==> src/sv/frs_pkg.sv <==
`timescale 1ns / 1ps
// ----------------------------------------------------------------------------
// frs_pkg
// shared types and constants of the fenced ring suballocator
// ----------------------------------------------------------------------------
package frs_pkg;

  localparam int unsigned OFF_W   = 31;  // byte offsets and sizes
  localparam int unsigned GEN_W   = 16;
  localparam int unsigned CNT_W   = 7;   // live_count field
  localparam int unsigned CLG_W   = 5;
  localparam int unsigned ALG_W   = 5;
  localparam int unsigned CLG_MIN = 12;
  localparam int unsigned CLG_MAX = 30;
  localparam int unsigned ALG_MAX = 16;
  localparam int unsigned CLG_RST = 23;
  localparam int unsigned IN_W    = 104;
  localparam int unsigned OUT_W   = 88;

  localparam logic CMD_ALLOC   = 1'b0;
  localparam logic CMD_RECLAIM = 1'b1;

  localparam logic [1:0] ST_PLACED  = 2'd0;
  localparam logic [1:0] ST_DEDIC   = 2'd1;
  localparam logic [1:0] ST_EMPTY   = 2'd2;
  localparam logic [1:0] ST_RECLAIM = 2'd3;

  localparam logic REG_CAP_LOG2 = 1'b0;
  localparam logic REG_FORCE    = 1'b1;

  typedef enum logic [2:0] {
    S_IDLE,
    S_RECL,
    S_PREP,
    S_TRY_A,
    S_TRY_B,
    S_COMMIT,
    S_DONE
  } seq_state_e;

  // control broadcast along the row of cells
  typedef struct packed {
    logic pop;  // every cell takes its upper neighbor
    logic wr;   // the addressed cell loads the new entry
  } cell_ctl_t;

endpackage

==> src/sv/frs_cell.sv <==
`timescale 1ns / 1ps
// ----------------------------------------------------------------------------
// frs_cell
// one live allocation slot: shifts toward the head, checks a probe for overlap
// ----------------------------------------------------------------------------
module frs_cell
  import frs_pkg::*;
#(
  parameter int unsigned SEQ_BITS = 32,
  parameter int unsigned IW       = 6,
  parameter int unsigned IDX      = 0
) (
  input  logic                clk_i,
  input  cell_ctl_t           ctl_i,
  input  logic [IW-1:0]       wr_idx_i,
  input  logic [OFF_W-1:0]    wr_off_i,
  input  logic [OFF_W-1:0]    wr_span_i,
  input  logic [SEQ_BITS-1:0] wr_seq_i,
  input  logic [OFF_W-1:0]    nb_off_i,
  input  logic [OFF_W-1:0]    nb_span_i,
  input  logic [SEQ_BITS-1:0] nb_seq_i,
  input  logic                valid_i,
  input  logic [OFF_W:0]      probe_i,
  input  logic [OFF_W+1:0]    probe_end_i,
  output logic [OFF_W-1:0]    off_o,
  output logic [OFF_W-1:0]    span_o,
  output logic [SEQ_BITS-1:0] seq_o,
  output logic                hit_o
);

  logic [OFF_W-1:0]    off_q, span_q;
  logic [SEQ_BITS-1:0] seq_q;
  logic [OFF_W+1:0]    end_w;

  always_ff @(posedge clk_i) begin
    if (ctl_i.pop) begin
      off_q  <= nb_off_i;
      span_q <= nb_span_i;
      seq_q  <= nb_seq_i;
    end else if (ctl_i.wr && (wr_idx_i == IW'(IDX))) begin
      off_q  <= wr_off_i;
      span_q <= wr_span_i;
      seq_q  <= wr_seq_i;
    end
  end

  assign end_w  = {2'b00, off_q} + {2'b00, span_q};
  assign hit_o  = valid_i && !((probe_end_i <= {2'b00, off_q}) || ({1'b0, probe_i} >= end_w));
  assign off_o  = off_q;
  assign span_o = span_q;
  assign seq_o  = seq_q;

endmodule

==> config.mk <==
export PLATFORM = sky130hd
export DESIGN_NAME = frs_cell
export DESIGN_NICKNAME = d
export VERILOG_FILES = /design/src/sv/frs_pkg.sv /design/src/sv/frs_cell.sv
export SDC_FILE = /design/constraint.sdc
export NUM_CORES = 1
export LEC_CHECK = 0
export ABC_AREA = 1
export ABC_CLOCK_PERIOD_IN_PS = 6560
export BUFFER_PORTS_ARGS = -buffer_cell sky130_fd_sc_hd__buf_2
export CAP_MARGIN = 25
export CORE_AREA = 2 2 140 142
export CTS_BUF_LIST = sky130_fd_sc_hd__clkbuf_8 sky130_fd_sc_hd__clkbuf_16
export DETAILED_ROUTE_END_ITERATION = 12
export DIE_AREA = 0 0 142 144
export PLACE_DENSITY = 0.69
export SYNTH_ARGS = -nofsm -noshare
export SYNTH_HDL_FRONTEND = slang
export SYNTH_SLANG_ARGS = --single-unit
==> constraint.sdc <==
create_clock -name clk_i -period 6.56 [get_ports clk_i]
set_input_delay 0 -clock clk_i [delete_from_list [all_inputs] [get_ports clk_i]]
set_output_delay 0 -clock clk_i [all_outputs]
set_load 0.01 [all_outputs]
==> out/summary.txt <==
CLOCK NETWORK
-------------------------------------------------------------------------------
CTS-repair resized insts                                                      0
TritonCTS clock tree                                                       done
Clock tree sinks                                                             94
Buffer depth of the longest clock path                                        2
Number of buffers added by the clock tree synthesis step                      9
Maximum level of the CTS H-tree                                               3
Clock transition at the registers of the reported paths                 0.07 ns
Clock tree root driver cell                                        sky130_fd_sc_hd__clkbuf_16

LOGIC SYNTHESIS
-------------------------------------------------------------------------------
Count of flip-flops with a built-in enable after synthesis                   94
Count of synthesis-stage warnings from yosys                                  0
Synthesized netlist net count                                              1364
Proportion of synthesized chip area in sequential cells                   37.2%
Mapped Avg Cell Area                                                  7.54 um^2
Post-synth ARST share                                                        0%
Synthesized netlist cell count                                             1006
Number of unique standard cell types used by synthesis                       42
Flops & latches, synth                                                       94
Top_reg_cell synth                                                 sky130_fd_sc_hd__edfxtp_1
Mapped cell area                                                      7580 um^2

FLOORPLANNING
-------------------------------------------------------------------------------
Initial cell density of the core                                          39.8%
Width of the die                                                         142 um
Area of the die                                                      20400 um^2
Site row count                                                               51
Number of ports placed on the die boundary                                  358
Standard cell core area                                              19100 um^2
Die outline height                                                       144 um

GLOBAL ROUTE
-------------------------------------------------------------------------------
All-Layer GR Usage                                                        28.2%
Largest net degree at the start of global routing                            68
Via count of the first global-routing pass                                 8494
Wire length of the first global-routing pass                           43500 um
Overflow left after global routing                                            0
Antenna violations before repair                                              6

TIMING
-------------------------------------------------------------------------------
Peak Freq                                                               286 MHz
Total of endpoints with negative setup slack in the final report              0
Shortest period the worst path allows                                   3.50 ns
RSZ-0062 raised after global routing                                      false
Hold Fails Final Rpt                                                          0
Total Neg Setup Slack                                                      0 ns
Period Utilization, post-route                                            53.4%
Max-slew violation total from the final report                                0
Worst-Margin Slew                                                      0.751 ns
Max-slew headroom at the worst pin                                        49.9%

ROUTING
-------------------------------------------------------------------------------
Count of unresolved DRC violations after routing                              0
Routed wire length                                                     30100 um
Detailed-routing iteration count for the pre-antenna-repair pass              5
DR vias/cell                                                               5.02
Post-DR wirelength/cell                                                 16.9 um
DR iter-0 viols                                                             613
Final ANT Viol Nets                                                           0
Vias after detailed routing                                                8952

SETUP PATH
-------------------------------------------------------------------------------
Worst-path cell chain                                              ha_1, inv_1, fa_1, o21ai_2, a21oi_4, o21ai_2, nand2_1, nand3_1, nand2_1, ha_1, nand4_1, or2_2, a21oi_1, nor2_1, nand2_1, a21oi_1, buf_2
Startpoint Class                                                       register
Kind of end point of the critical path                             primary output
Crit path top cell by count                                        sky130_fd_sc_hd__nand2_1
Stage delay of the slowest cell on the critical path                    0.42 ns
Max Fanout on Critical Path                                                   4
Slowest stage cell on the critical path                            sky130_fd_sc_hd__fa_1
Category of the critical setup timing path                           reg -> out
Signal arrival time at the worst endpoint                               3.50 ns
Critical Path RT                                                        6.56 ns

PLACEMENT
-------------------------------------------------------------------------------
DPL Wire Length                                                        22300 um
Global placement routability congestion                                   0.972
Area after detailed placement                                         9620 um^2
Count of buffers from port buffering                                        357
Number of cells after detailed placement                                   1583

FINAL LAYOUT
-------------------------------------------------------------------------------
Area Overhead vs Synth                                                    54.9%
Final design utilization                                                  61.6%
Layout cell share with drive strength beyond 1                            26.3%
Post-route cell area                                                 11700 um^2
Leading cell type in the layout, fill and taps excluded            sky130_fd_sc_hd__nand2_1
Fin nets                                                                   1894
Post-route insts no fill                                                   1784
Highest-count cells in the layout ignoring fill and taps           sky130_fd_sc_hd__nand2_1, sky130_fd_sc_hd__buf_2, sky130_fd_sc_hd__dlygate4sd3_1

POWER AND IR DROP
-------------------------------------------------------------------------------
Leak Pwr                                                                6.17 nW
Overall Power                                                           2.31 mW
Cell Pwr Density                                                    197 nW/um^2
Peak VDD IR                                                            0.120 mV

JOB
-------------------------------------------------------------------------------
Number of max-cap violations                                                  0

HOLD PATH
-------------------------------------------------------------------------------
Cell count of the worst hold path                                             3
Type of the most critical hold path                                   in -> reg

OUTCOME
-------------------------------------------------------------------------------
Status                                                             finished clean

## worst max-delay path, delay by kind of cell, from the launching register on
family / cells / cell delay [ns]
compound gates: 5 / 0.80
fa+ha+maj: 3 / 0.89
simple gates: 7 / 0.85
flops: 1 / 0.39
buf+inv: 2 / 0.24
## registers in the layout, indices dropped and copies added, names as in the netlist
register  count
span_o       31
seq_o        32
off_o        31
## worst paths after layout
kind,from,to
worst max-delay path,off_o[0],hit_o
worst min-delay path,nb_off_i[14],off_o[14]
## cell type report
type / instances / area, um^2
antenna: 5 / 12.5
clock buffer: 9 / 225
clock inverter: 7 / 86.3
fill: 1600 / 7330
inverter: 94 / 353
multi-input combinational: 797 / 4340
sequential: 94 / 2820
tap: 238 / 298
timing repair buffer: 540 / 3610
## through the flow
step	hold WS, ns	worst slack [ns]
3_5_place_dp	0.269	3.42
3_3_place_gp	0.264	3.50
4_1_cts	0.00792	3.05
2_1_floorplan	0.179	3.77
5_1_grt	0.0248	2.71
6_report	0.0182	3.06
## synthesized netlist by cell type (2+ instances only)
master                     count  area (um^2)
sky130_fd_sc_hd__a211oi_1      3         22.5
sky130_fd_sc_hd__a21o_1        5         37.5
sky130_fd_sc_hd__a21oi_1      57          285
sky130_fd_sc_hd__a21oi_2       2         17.5
sky130_fd_sc_hd__a31oi_1       2         12.5
sky130_fd_sc_hd__buf_1         3         11.3
sky130_fd_sc_hd__buf_2         2         10.0
sky130_fd_sc_hd__clkbuf_1     16         60.1
sky130_fd_sc_hd__edfxtp_1     94         2820
sky130_fd_sc_hd__ha_1         94         1180
sky130_fd_sc_hd__inv_1        93          349
sky130_fd_sc_hd__nand2_1     448         1680
sky130_fd_sc_hd__nand2_2       9         56.3
sky130_fd_sc_hd__nand3_1      27          135
sky130_fd_sc_hd__nand3_2       3         30.0
sky130_fd_sc_hd__nand3b_1      4         30.0
sky130_fd_sc_hd__nand4_1      12         75.1
sky130_fd_sc_hd__nor2_1       55          206
sky130_fd_sc_hd__nor2_2        3         18.8
sky130_fd_sc_hd__nor3_1        7         35.0
sky130_fd_sc_hd__nor4_1        4         25.0
sky130_fd_sc_hd__o21a_1        3         22.5
sky130_fd_sc_hd__o21ai_0      17         85.1
sky130_fd_sc_hd__o21ai_1       4         20.0
sky130_fd_sc_hd__o21ai_2       3         26.3
sky130_fd_sc_hd__o21bai_1      5         37.5
sky130_fd_sc_hd__xnor2_1      12          105
sky130_fd_sc_hd__xor2_1        5         43.8
## cells by family after synthesis
kind of cell	count (synthesis)	share of synthesized area (%)
buffers and inverters	115	5.72
adders and majority gates	95	15.8
AOI/OAI and AO/OA	107	8.38
xor gates and xnor gates	17	1.96
and+or+nand+nor	578	30.9
DFF	94	37.2
## per-layer routing
metal | vias to the layer above | routed length, um | global-route usage, %
li1 | 4376 | - | -
met1 | 4063 | 12100 | 33.7
met2 | 419 | 14900 | 49.8
met3 | 92 | 1970 | 5.13
met4 | 2 | 1230 | 12.4
met5 | - | 13 | 0
## where the power goes
| group | total (mW) | switching, mW | internal, mW | leakage, nW |
|---|---|---|---|---|
| sequential | 0.774 | 0.0430 | 0.731 | 0.917 |
| combinational | 0.973 | 0.543 | 0.431 | 5.10 |
| clock | 0.562 | 0.257 | 0.305 | 0.151 |
| total | 2.31 | 0.843 | 1.47 | 6.17 |
## repair_timing
action	CTS	global route
setup endpoints to repair	0	0
setup buffers	0	0
hold buffers	180	0
endpoints found under the hold margin	91	0
No activity file was read; power rests on OpenSTA's default activity.
